[src/hw/rtl/rwif_pkg.sv]
// ----------------------------------------------------------------------------
// rwif_pkg
// Shared constants for the register window index flatten unit.
// ----------------------------------------------------------------------------
package rwif_pkg;

    localparam int ARCH_REG_COUNT   = 32;
    localparam int GLOBALS_PER_SET  = 8;
    localparam int WINDOW_STRIDE    = 16;

    localparam int WINDOW_COUNT_DEF     = 8;
    localparam int MAX_GLOBAL_LEVEL_DEF = 3;
    localparam int MICRO_REG_COUNT_DEF  = 9;

    // index widened so that 3*ARCH_REG_COUNT+MICRO_REG_COUNT (<= 128) fits
    localparam int IDX_EXT_W = 8;
    // saturated global level, MAX_GLOBAL_LEVEL <= 7
    localparam int LEVEL_W   = 3;
    // window pointer widened for compare with WINDOW_COUNT <= 32
    localparam int CWP_EXT_W = 6;
    localparam int OFF_W     = 5;
    localparam int FLAT_W    = 8;

endpackage

[src/hw/rtl/register_window_index_flatten_unit.sv]
// ----------------------------------------------------------------------------
// register_window_index_flatten_unit
// Maps an architectural register index to a flat register-file index.
//
// Command channel: an item (arch_index, global_level, window_pointer) is
// taken on a rising edge with start high and busy low. busy is always low,
// so an item may be issued every cycle.
// Result channel: done is high for one cycle with flat_index and invalid.
// The receiver cannot stall; each result shows for exactly one cycle.
// The result passes through the input register, then the result register.
// Throughput: 1 item per cycle, set by the single mapping stage between
// the two registers.
// Reset clears the valid pipeline; no item is in flight after reset.
// invalid is set, with flat_index zero, for indices past the last region.
// ----------------------------------------------------------------------------
module register_window_index_flatten_unit #(
    parameter int WINDOW_COUNT     = rwif_pkg::WINDOW_COUNT_DEF,
    parameter int MAX_GLOBAL_LEVEL = rwif_pkg::MAX_GLOBAL_LEVEL_DEF,
    parameter int MICRO_REG_COUNT  = rwif_pkg::MICRO_REG_COUNT_DEF
) (
    input  logic       clk,
    input  logic       rst_n,
    input  logic       start,
    output logic       busy,
    input  logic [6:0] arch_index,
    input  logic [1:0] global_level,
    input  logic [2:0] window_pointer,
    output logic       done,
    output logic [7:0] flat_index,
    output logic       invalid
);

    logic       in_valid_reg;
    logic [6:0] arch_index_reg;
    logic [1:0] global_level_reg;
    logic [2:0] window_pointer_reg;
    logic       done_reg;
    logic [7:0] flat_index_reg;
    logic       invalid_reg;
    logic [7:0] flat_index_next;
    logic       invalid_next;
    logic       accept;

    assign busy   = 1'b0;
    assign accept = start && !busy;

    always_ff @(posedge clk or negedge rst_n)
    begin
        if (!rst_n)
        begin
            in_valid_reg <= 1'b0;
            done_reg     <= 1'b0;
        end
        else
        begin
            in_valid_reg <= accept;
            done_reg     <= in_valid_reg;
        end
    end

    always_ff @(posedge clk)
    begin
        if (accept)
        begin
            arch_index_reg     <= arch_index;
            global_level_reg   <= global_level;
            window_pointer_reg <= window_pointer;
        end
        if (in_valid_reg)
        begin
            flat_index_reg <= flat_index_next;
            invalid_reg    <= invalid_next;
        end
    end

    rwif_map #(
        .WINDOW_COUNT     (WINDOW_COUNT),
        .MAX_GLOBAL_LEVEL (MAX_GLOBAL_LEVEL),
        .MICRO_REG_COUNT  (MICRO_REG_COUNT)
    ) u_map (
        .arch_index     (arch_index_reg),
        .global_level   (global_level_reg),
        .window_pointer (window_pointer_reg),
        .flat_index     (flat_index_next),
        .invalid        (invalid_next)
    );

    assign done       = done_reg;
    assign flat_index = flat_index_reg;
    assign invalid    = invalid_reg;

endmodule

[src/hw/rtl/rwif_map.sv]
// ----------------------------------------------------------------------------
// rwif_map
// Combinational index translation: region decode, window wrap and
// global level select for one item.
// ----------------------------------------------------------------------------
module rwif_map #(
    parameter int WINDOW_COUNT     = rwif_pkg::WINDOW_COUNT_DEF,
    parameter int MAX_GLOBAL_LEVEL = rwif_pkg::MAX_GLOBAL_LEVEL_DEF,
    parameter int MICRO_REG_COUNT  = rwif_pkg::MICRO_REG_COUNT_DEF
) (
    input  logic [6:0] arch_index,
    input  logic [1:0] global_level,
    input  logic [2:0] window_pointer,
    output logic [7:0] flat_index,
    output logic       invalid
);

    localparam int A     = rwif_pkg::ARCH_REG_COUNT;
    localparam int SPAN  = WINDOW_COUNT * rwif_pkg::WINDOW_STRIDE;
    localparam int NGLOB = (MAX_GLOBAL_LEVEL + 1) * rwif_pkg::GLOBALS_PER_SET;
    localparam int SUM_W = $clog2(2 * SPAN + NGLOB + MICRO_REG_COUNT + A);
    localparam int WIN_W = $clog2(WINDOW_COUNT);
    localparam int IW    = rwif_pkg::IDX_EXT_W;
    localparam int CW    = rwif_pkg::CWP_EXT_W;
    localparam int LW    = rwif_pkg::LEVEL_W;
    localparam int OW    = rwif_pkg::OFF_W;

    localparam logic [IW-1:0] MICRO_BASE = IW'(A);
    localparam logic [IW-1:0] PREV_BASE  = IW'(A + MICRO_REG_COUNT);
    localparam logic [IW-1:0] NEXT_BASE  = IW'(2 * A + MICRO_REG_COUNT);
    localparam logic [IW-1:0] END_BASE   = IW'(3 * A + MICRO_REG_COUNT);

    logic [CW-1:0]    cwp_wide;
    logic [WIN_W-1:0] cwp;
    logic [WIN_W-1:0] prev_win;
    logic [WIN_W-1:0] next_win;
    logic [LW-1:0]    gl_sat;
    logic [IW-1:0]    idx_x;
    logic [OW-1:0]    off;
    logic [WIN_W-1:0] win;
    logic             is_micro;
    logic             bad;
    logic [SUM_W-1:0] glob_slot;
    logic [SUM_W-1:0] wsum;
    logic [SUM_W-1:0] wslot;
    logic [SUM_W-1:0] micro_slot;
    logic [SUM_W-1:0] slot;

    // pointer modulo window count, at most three subtractions for a 3-bit value
    always_comb
    begin
        cwp_wide = CW'(window_pointer);
        for (int k = 0; k < 4; k++)
        begin
            if (cwp_wide >= CW'(WINDOW_COUNT))
            begin
                cwp_wide = cwp_wide - CW'(WINDOW_COUNT);
            end
        end
    end

    assign cwp      = cwp_wide[WIN_W-1:0];
    assign prev_win = (cwp == '0) ? WIN_W'(WINDOW_COUNT - 1) : cwp - WIN_W'(1);
    assign next_win = (cwp == WIN_W'(WINDOW_COUNT - 1)) ? '0 : cwp + WIN_W'(1);

    assign gl_sat = (LW'(global_level) > LW'(MAX_GLOBAL_LEVEL)) ?
                    LW'(MAX_GLOBAL_LEVEL) : LW'(global_level);

    assign idx_x = IW'(arch_index);

    always_comb
    begin
        off      = '0;
        win      = cwp;
        is_micro = 1'b0;
        bad      = 1'b0;
        priority if (idx_x < MICRO_BASE)
        begin
            off = idx_x[OW-1:0];
        end
        else if (idx_x < PREV_BASE)
        begin
            is_micro = 1'b1;
        end
        else if (idx_x < NEXT_BASE)
        begin
            off = OW'(idx_x - PREV_BASE);
            win = prev_win;
        end
        else if (idx_x < END_BASE)
        begin
            off = OW'(idx_x - NEXT_BASE);
            win = next_win;
        end
        else
        begin
            bad = 1'b1;
        end
    end

    assign glob_slot = SUM_W'({gl_sat, off[2:0]});

    // (off - 8 - 16*win) mod SPAN; the sum stays below 2*SPAN
    assign wsum  = SUM_W'(OW'(off - OW'(8))) + SUM_W'(SPAN) - (SUM_W'(win) << 4);
    assign wslot = ((wsum >= SUM_W'(SPAN)) ? wsum - SUM_W'(SPAN) : wsum) + SUM_W'(NGLOB);

    assign micro_slot = SUM_W'(idx_x - MICRO_BASE) + SUM_W'(NGLOB + SPAN);

    always_comb
    begin
        priority if (bad)
        begin
            slot = '0;
        end
        else if (is_micro)
        begin
            slot = micro_slot;
        end
        else if (off < OW'(8))
        begin
            slot = glob_slot;
        end
        else
        begin
            slot = wslot;
        end
    end

    assign flat_index = rwif_pkg::FLAT_W'(slot);
    assign invalid    = bad;

endmodule

[config.mk]
export PLATFORM = sky130hd
export DESIGN_NAME = register_window_index_flatten_unit
export DESIGN_NICKNAME = d
export VERILOG_FILES = /design/src/hw/rtl/rwif_pkg.sv /design/src/hw/rtl/register_window_index_flatten_unit.sv /design/src/hw/rtl/rwif_map.sv
export SDC_FILE = /design/constraint.sdc
export NUM_CORES = 1
export LEC_CHECK = 0
export ABC_AREA = 0
export BUFFER_PORTS_ARGS = -buffer_cell sky130_fd_sc_hd__buf_2
export CORE_ASPECT_RATIO = 0.5
export CORE_MARGIN = 2
export CORE_UTILIZATION = 25
export DETAILED_ROUTE_END_ITERATION = 10
export GPL_TIMING_DRIVEN = 0
export SLEW_MARGIN = 10
export SYNTH_ARGS = -nofsm -noshare
export SYNTH_HDL_FRONTEND = slang
export SYNTH_HIERARCHICAL = 1
export SYNTH_SLANG_ARGS = --single-unit
[constraint.sdc]
create_clock -name clk -period 4.2 [get_ports clk]
set_clock_uncertainty 0.2 [all_clocks]
set_input_delay 1.05 -clock clk [delete_from_list [all_inputs] [get_ports clk]]
set_output_delay 1.05 -clock clk [all_outputs]
set_load 0.02 [all_outputs]
* Word level (Yosys, flattened, before mapping) *
Index checks and enable logic that the tools add are counted.
W data, S select, Z words.

word-level totals
  register bits after elaboration = 23
  bits of input ports = 15
  output and inout bits = 11

cells by class
  add/sub/neg operators = 11
  magnitude comparators = 6
  eq/ne operators = 1
  mux-type cells = 19
  reductions and logical operators = 1

operators with widths
  cell                   number
  $mux W8                3
  $mux W5                4
  $mux W3                6
  $sub A5 B4 Y5 const B  3
  $lt A7 B6 Y1 const B   2
  $lt A7 B7 Y1 const B   2
  $add A5 B8 Y9 const B  1
  $ge A9 B8 Y1 const B   1
  $sub A9 B7 Y9          1
  $add A8 B6 Y8 const B  1
  $add A8 B8 Y8 const B  1
  $sub A7 B6 Y8 const B  1
  $sub A8 B8 Y8 const B  1
  $mux W1                6
  $lt A5 B4 Y1 const B   1
  $add A3 B1 Y3 const B  1
  $eq A3 B3 Y1 const B   1
  $logic_not A3 Y1       1
  $sub A3 B1 Y3 const B  1

* Longest topological paths before layout *
Gate-level depths: netlist of run 1.

  depth in word-level cells = 13
  depth in mapped cells = 16
  mapped depth without buffers = 16

* By module *
The synthesis of run 1 kept the hierarchy.

modules (own cells, without submodules)
  module                              instances  cells each  area each (um2)
  rwif_map                            1          113         833.3
  register_window_index_flatten_unit  1          25          691.9

* Worst setup path after synthesis of run 1 *
No wires, ideal clock.

  kind = register to register
  start = reg arch_index_reg[0]
  end = reg flat_index_reg[6] (netlist: flat_index[6]) (data pin)
  library setup time = 0.255 ns
  data arrival time = 2.777 ns
  required time = 3.745 ns
  setup slack = 0.968 ns
  cell stages (with the launch flop) = 16
  period minus slack after synthesis = 3.232 ns
  cells stage by stage = edfxtp_1 -> inv_1 -> ha_1 -> nand2b_1 -> or4_4 -> o21ai_2 -> nor2_1 -> ha_1 -> inv_1 -> ha_1 -> nand4b_1 -> o31ai_1 -> nor2_1 -> xnor2_1 -> ha_1 -> and3_1

on the way
  longest elaborated chain between the ends = 13
  elaborated cells between the ends (all ways) = 32
  those cells by class = add/sub: 9; order compare: 6; mux: 17

ends and longest elaborated chain
  item                                           line                                            RTL
  from (decl)                                    register_window_index_flatten_unit.sv:34        logic [6:0] arch_index_reg;
  from (signal assigned)                         register_window_index_flatten_unit.sv:65        arch_index_reg <= arch_index;
  $lt A7 B7 Y1 or $sub A5 B4 Y5 (tied branches)  rwif_map.sv:90, rwif_map.sv:87, rwif_map.sv:92
  $mux W5                                        rwif_map.sv:90                                  else if (idx_x < END_BASE)
  $mux W5                                        rwif_map.sv:85                                  else if (idx_x < NEXT_BASE)
  $mux W5                                        rwif_map.sv:81                                  else if (idx_x < PREV_BASE)
  $mux W5                                        rwif_map.sv:77                                  priority if (idx_x < MICRO_BASE)
  $sub A5 B4 Y5                                  rwif_map.sv:104                                 assign wsum = SUM_W'(OW'(off - OW'(8))) + SUM_W'(SPAN) - (SUM_W'(win) << 4);
  $add A5 B8 Y9                                  rwif_map.sv:104
  $sub A9 B7 Y9                                  rwif_map.sv:104
  $sub A8 B8 Y8 or $ge A9 B8 Y1 (tied branches)  rwif_map.sv:105                                 assign wslot = ((wsum >= SUM_W'(SPAN)) ? wsum - SUM_W'(SPAN) : wsum) + SUM_W'(NGLOB);
  $mux W8                                        rwif_map.sv:105
  $add A8 B6 Y8                                  rwif_map.sv:105
  $mux W8                                        rwif_map.sv:119                                 else if (off < OW'(8))
  $mux W8                                        rwif_map.sv:115                                 else if (is_micro)
  to (signal assigned)                           register_window_index_flatten_unit.sv:71        flat_index_reg <= flat_index_next;
  to (decl)                                      register_window_index_flatten_unit.sv:38        logic [7:0] flat_index_reg;

Parallel ways exist; a longest one is shown, timed or not.
A chain may end at the register's enable or synchronous reset.

* Worst setup path after layout of run 1 *
Same ends and word-level chain as after synthesis.

==> flow_metrics.py, run 1 <==
metrics = {
    "run_status": {
        "status": "completed",
    },
    "clocking": {
        "cts.root.buffer_cell": "clkbuf_16",
        "postCtsSetupRepairBufs": 0,
        "insertion_delay_ps": 250,
        "clk_pin_slew_worst_paths_ps": 60,
        "holdBufCountCts": 0,
        "cts-resized-gates": 0,
        "cts.path.max_buffers": 2,
        "cts_inserted_buffers": 3,
        "htree_levels": 1,
        "tritoncts": "yes",
        "clock_sinks": 23,
    },
    "global_routing": {
        "grt_first_pass_wirelength_mm": 5.17,
        "sum_of_overflow_across_all_layers_after_global_routing": 0,
        "gr-usage-all-layers_pct": 9.89,
        "grt_start_max_net_pins": 14,
        "grt_antenna_before_repair": 0,
        "first_global_vias": 1098,
    },
    "floorplanning": {
        "rows": 20,
        "vertical_die_dimension_um": 59.2,
        "core-area_mm2": 0.00598,
        "design.die.area_mm2": 0.00678,
        "floorplan.initialDensity_pct": 25.5,
        "die_w_um": 114,
        "floorplan.io_pins": 26,
    },
    "yosys": {
        "synth_cell_area_mm2": 0.00153,
        "post_synthesis_sequential_element_count": 23,
        "number_of_cells_produced_by_synthesis": 138,
        "most_used_dff_post_synth": "edfxtp_1",
        "yosysSeqAreaShare_pct": 44.6,
        "yosys_warnings": 6,
        "yosys.cell_types.count": 57,
        "synth_fp_nets": 161,
        "async_flop_share_pct": 8.70,
        "syn-mean-instance-area_um2": 11.1,
        "count_of_flip_flops_with_a_built_in_enable_after_synthesis": 21,
    },
    "timing": {
        "rsz0062_at_grt": "false",
        "setup_total_negative_slack_ps": 0,
        "timing.final.max_slew_violations": 0,
        "worst_hold_slack_ps": 375,
        "timing.final.crit_share_pct": 84.4,
        "setup_violations": 0,
        "layout_min_cycle_time_ps": 3540,
        "hold_violations": 0,
        "postLayoutSetupSlackWorst_ps": 656,
        "achievable-frequency_ghz": 0.282,
    },
    "critical_path": {
        "setup.worst_path.end_class": "flop",
        "slowest_stage": "edfxtp_1",
        "worst-r2r-setup-slack_ps": 660,
        "setup.worst_path.start_class": "flop",
        "max_stage_delay_ps": 500,
        "worst_endpoint_required_time_ps": 4010,
        "timing_worst_setup_path_type": "reg -> reg",
        "crit_arrival_ps": 3350,
        "crit_path_cell_trace": "inv_1 > ha_1 > nand2b_1 > or4_4 > o21ai_2 > nor2_1 > ha_1 > inv_1 > ha_1 > nand4b_1 > o31ai_1 > nor2_1 > xnor2_1 > ha_1 > and3_1",
        "critical_path.most_common_cell": "ha_1",
        "worst_path_dominant_cell_family": "adder cells",
        "critPathBufInv": 2,
        "crit_path_max_fanout": 6,
    },
    "place": {
        "portBuffers": 24,
        "dp.final_hpwl_mm": 2.42,
        "dpl_worst_slack_ps": 689,
        "placedCellCount": 239,
        "dpl_cell_area_mm2": 0.00174,
        "globalplace.congestion": 0.824,
    },
    "final_layout": {
        "fin_util_pct": 30.4,
        "final_layout_size_suffix_gt1_share_pct": 28.9,
        "fillerInstances": 617,
        "final_cell_count_no_fill": 243,
        "diodes": 0,
        "fin_area_mm2": 0.00182,
        "combined_area_of_the_multi_input_logic_cells_um2": 734,
        "regArea_um2": 681,
        "area_delta_synth_final_pct": 19.4,
        "largest_register_ff_count": 8,
        "layout.nets": 190,
    },
    "flow_run": {
        "max_capacitance_violation_count": 0,
    },
    "power_and_ir_drop": {
        "power.total_uw": 743,
        "power-per-cell-area_mw_per_mm2": 408,
        "worst_ir_drop_vdd_mv": 0.157,
        "power.leakage_nw": 0.739,
    },
    "route": {
        "post_drt_wl_per_cell_um": 12.8,
        "drt_iter0_drc": 110,
        "drt.antenna.violating_nets": 0,
        "drc": 0,
        "final_wl_mm": 3.11,
        "dr_total_vias": 1137,
        "viasPerCell": 4.68,
        "firstDrtPassIters": 4,
    },
    "min_path": {
        "worst_hold_path_type": "in -> async",
    },
}
==> cells in the mapped netlist (3+ instances only) <==
master     n  area share [%]
a21oi_1   10             3.3
and2_1     3             1.2
edfxtp_1  21              41
ha_1       8             6.6
inv_1      9             2.2
mux2i_1    4             2.6
nand2_1    4            0.98
nand2b_1   3             1.2
nand3_1    3            0.98
nor2_1    11             2.7
o21ai_0    6             2.0
xnor2_1    4             2.3
==> worst register-to-register path, cell delays in order, from the launching register on <==
cell	delay [ps]
edfxtp_1	500
inv_1	120
ha_1	220
nand2b_1	140
or4_4	430
o21ai_2	100
nor2_1	80
ha_1	270
inv_1	40
ha_1	320
nand4b_1	110
o31ai_1	130
nor2_1	100
xnor2_1	140
ha_1	270
and3_1	140
==> layer usage <==
layer	vias to the layer above	routed length, um	track usage [%]
met5	-	0	0
met4	0	31	3.14
met3	2	166	2.86
met2	31	1410	16.4
met1	532	1510	12.7
li1	572	-	-
==> final timing paths <==
kind / from / to / depth (start not counted)
worst max register to register: arch_index_reg[0] / flat_index[6] / 15
max in group asynchronous: rst_n / in_valid_reg / 1
worst min-delay path: rst_n / done / 1
min in group clk: in_valid_reg / done / 0
worst min register to register: in_valid_reg / done / 0
worst max-delay path: arch_index_reg[0] / flat_index[6] / 15
==> kinds of logic after synthesis <==
group / count (synthesis) / synth area share, %
fa+ha+maj: 8 / 6.56
compound gates: 39 / 20.8
simple gates: 41 / 15.0
mux: 4 / 2.63
flops: 23 / 44.6
buf+inv: 17 / 7.22
other cells: 1 / 0.246
xor+xnor: 5 / 2.87
==> where the power goes <==
part / switching (mW) / leakage, nW / internal (mW) / total [mW]
clock network: 0.0688 / 0.0382 / 0.129 / 0.198
logic: 0.138 / 0.473 / 0.104 / 0.242
registers: 0.0158 / 0.228 / 0.287 / 0.303
==> cells in the final DEF, fill, tap and decap left out, types with 2 or more instances in the layout <==
master and count:
buf_2 25, edfxtp_1 21, nor2_1 11, a21oi_1 10
inv_1 9, ha_1 8, o21ai_0 6, nand2_1 4
xnor2_1 4, mux2i_1 4, clkbuf_16 3, nand3_1 3
nand2b_1 3, and2_1 3, buf_4 2, clkbuf_1 2
dfrtp_1 2, nor3_1 2, o211a_1 2, o22ai_1 2
or3_1 2, or2_2 2
==> area by class of cell <==
type                       count  area share (%)
buffer                         8            4.19
clock buffer                   4            4.33
inverter                       9            1.86
multi-input combinational     98            40.3
sequential                    23            37.4
tap                           77            5.29
timing repair buffer          24            6.60
(Power assumes the default switching activity.)
==> inputs of run 2 (changes only) <==
--- a/config.mk
+++ b/config.mk
@@ -5,7 +5,7 @@
 export SDC_FILE = /design/constraint.sdc
 export NUM_CORES = 1
 export LEC_CHECK = 0
-export ABC_AREA = 0
+export ABC_AREA = 1
 export BUFFER_PORTS_ARGS = -buffer_cell sky130_fd_sc_hd__buf_2
 export CORE_ASPECT_RATIO = 0.5
 export CORE_MARGIN = 2
==> constraint.sdc (replaced) <==
create_clock -name clk -period 3.2 [get_ports clk]
set_clock_uncertainty 0.2 [all_clocks]
set_input_delay 0.8 -clock clk [delete_from_list [all_inputs] [get_ports clk]]
set_output_delay 0.8 -clock clk [all_outputs]
set_load 0.02 [all_outputs]
==> flow_metrics.py, run 2 <==
metrics = {
    "route": {
        "drt.antenna.violating_nets": 0,
        "drt_iter0_drc": 83,
        "firstDrtPassIters": 4,
        "final_wl_mm": 2.59,
        "drc": 0,
        "viasPerCell": 4.17,
        "dr_total_vias": 1030,
        "post_drt_wl_per_cell_um": 10.5,
    },
    "clocking": {
        "clock_sinks": 23,
        "cts_inserted_buffers": 3,
        "clk_pin_slew_worst_paths_ps": 80,
        "cts.root.buffer_cell": "clkbuf_8",
        "insertion_delay_ps": 260,
        "holdBufCountCts": 0,
        "htree_levels": 1,
        "cts.path.max_buffers": 2,
        "tritoncts": "yes",
    },
    "power_and_ir_drop": {
        "power-per-cell-area_mw_per_mm2": 503,
        "power.total_uw": 850,
        "power.leakage_nw": 0.763,
        "worst_ir_drop_vdd_mv": 0.148,
    },
    "critical_path": {
        "critPathBufInv": 3,
        "setup.worst_path.end_class": "flop",
        "critical_path.most_common_cell": "nand2_1",
        "timing_worst_setup_path_type": "reg -> reg",
        "crit_path_max_fanout": 4,
        "crit_arrival_ps": 2840,
        "slowest_stage": "edfxtp_1",
        "worst_endpoint_required_time_ps": 3020,
        "setup.worst_path.start_class": "flop",
        "max_stage_delay_ps": 420,
        "crit_path_cell_trace": "nor2_2 > nand2_2 > buf_4 > nand2_1 > o211ai_1 > nor2_1 > nor2_4 > ha_1 > inv_2 > ha_4 > inv_1 > nand2_1 > nand2_1 > nand2_1 > nand2_2 > nand2_1 > ha_1 > nand3_1 > nor2_1",
        "worst_path_dominant_cell_family": "simple AND/OR/NAND/NOR gates",
    },
    "global_routing": {
        "first_global_vias": 921,
        "grt_start_max_net_pins": 15,
        "gr-usage-all-layers_pct": 8.85,
        "grt_antenna_before_repair": 0,
        "sum_of_overflow_across_all_layers_after_global_routing": 0,
        "grt_first_pass_wirelength_mm": 4.09,
    },
    "timing": {
        "worst_hold_slack_ps": 105,
        "postLayoutSetupSlackWorst_ps": 175,
        "hold_violations": 0,
        "timing.final.crit_share_pct": 94.5,
        "achievable-frequency_ghz": 0.331,
        "timing.final.max_slew_violations": 0,
        "layout_min_cycle_time_ps": 3020,
        "setup_violations": 0,
    },
    "place": {
        "dp.final_hpwl_mm": 1.97,
        "portBuffers": 24,
        "dpl_cell_area_mm2": 0.00153,
        "dpl_worst_slack_ps": 116,
        "globalplace.congestion": 0.847,
    },
    "final_layout": {
        "final_layout_size_suffix_gt1_share_pct": 36.2,
        "fillerInstances": 521,
        "fin_util_pct": 33.8,
        "fin_area_mm2": 0.00169,
        "diodes": 0,
        "layout.nets": 201,
        "area_delta_synth_final_pct": 28.2,
        "mostFrequentLayoutCell": "nand2_1",
        "largest_register_ff_count": 8,
        "layout.cells.most_common_list": "nand2_1, buf_2, edfxtp_1",
    },
    "yosys": {
        "cell_taking_the_most_area_after_synthesis": "edfxtp_1",
        "synth.most_common_cell": "nand2_1",
        "synth_fp_nets": 162,
        "most_used_dff_post_synth": "edfxtp_1",
        "async_flop_share_pct": 8.70,
        "yosys.cell_types.count": 27,
        "syn-mean-instance-area_um2": 9.49,
        "yosysSeqAreaShare_pct": 51.6,
        "yosys_warnings": 6,
        "post_synthesis_sequential_element_count": 23,
        "synth_cell_area_mm2": 0.00132,
        "synth.cells.most_frequent": "nand2_1, edfxtp_1, inv_1",
        "synth.top_cell.area_share_pct": 47.8,
        "count_of_flip_flops_with_a_built_in_enable_after_synthesis": 21,
        "netlist_top_cells_area": "edfxtp_1, nand2_1, ha_1",
        "number_of_cells_produced_by_synthesis": 139,
    },
    "floorplanning": {
        "rows": 18,
        "core-area_mm2": 0.00500,
        "floorplan.initialDensity_pct": 26.4,
        "design.die.area_mm2": 0.00591,
        "vertical_die_dimension_um": 55.4,
        "die_w_um": 107,
        "floorplan.io_pins": 26,
    },
    "flow_run": {
        "max_capacitance_violation_count": 0,
    },
    "min_path": {
        "worst_hold_path_type": "in -> async",
    },
    "run_status": {
        "status": "completed",
    },
}
-- run 2: layer usage --
metal	share of wire (%)	vias to the layer above	global-route usage, %
li1	-	543	-
met1	50	467	11.6
met2	46	18	14.1
met3	3.5	2	2.60
met4	0.77	0	2.78
met5	0	-	0
-- run 2: area by class of cell --
type,instances,area [um^2],area share (%)
buffer,1,7.51,0.444
clock buffer,3,41.3,2.44
clock inverter,1,7.51,0.444
inverter,20,75.1,4.44
multi-input combinational,95,596,35.2
sequential,23,681,40.3
tap,70,87.6,5.18
timing repair buffer,34,195,11.5
-- run 2: path summary, 6_finish.rpt --
check	slack, ps	start	depth (start not counted)	endpoint
worst max-delay path	180	arch_index_reg[2]	19	flat_index[6]
worst min-delay path	110	rst_n	1	in_valid_reg
worst max register to register	180	arch_index_reg[2]	19	flat_index[6]
worst min register to register	430	in_valid_reg	0	done
max in group asynchronous	2600	rst_n	1	done
min in group clk	430	in_valid_reg	0	done
-- run 2: power by group --
group          internal [mW]  leakage (nW)  switching [mW]  total, mW
logic                  0.111         0.514           0.166      0.277
registers              0.374         0.228          0.0200      0.394
clock network         0.0880        0.0217          0.0917      0.180
-- run 2: cells by family after synthesis --
group                      Yosys count  share of synthesized area [%]
adders and majority gates            8                           7.59
and+or+nand+nor                     63                           23.4
DFF                                 23                           51.6
other                                1                          0.284
xor gates and xnor gates             1                          0.664
AOI/OAI and AO/OA                   22                           10.2
buffers and inverters               21                           6.26
-- run 2: worst register-to-register path, stage by stage (launching register included) --
cell,delay (ps)
edfxtp_1,420
nor2_2,160
nand2_2,100
buf_4,150
nand2_1,60
o211ai_1,120
nor2_1,200
nor2_4,50
ha_1,290
inv_2,80
ha_4,200
inv_1,50
nand2_1,50
nand2_1,90
nand2_1,60
nand2_2,60
nand2_1,50
ha_1,270
nand3_1,80
nor2_1,40
-- run 2: repair_timing --
item,CTS,global route
buffers inserted,0,10
gates resized for setup,0,10
hold endpoints to repair,0,0
endpoints found under the setup margin,0,2
-- run 2: per-stage QoR --
stage          std cells  TNS (ps)
2_1_floorplan        139         0
3_3_place_gp         233         0
3_5_place_dp         233         0
4_1_cts              237         0
5_1_grt              247     -32.0
6_report             247         0
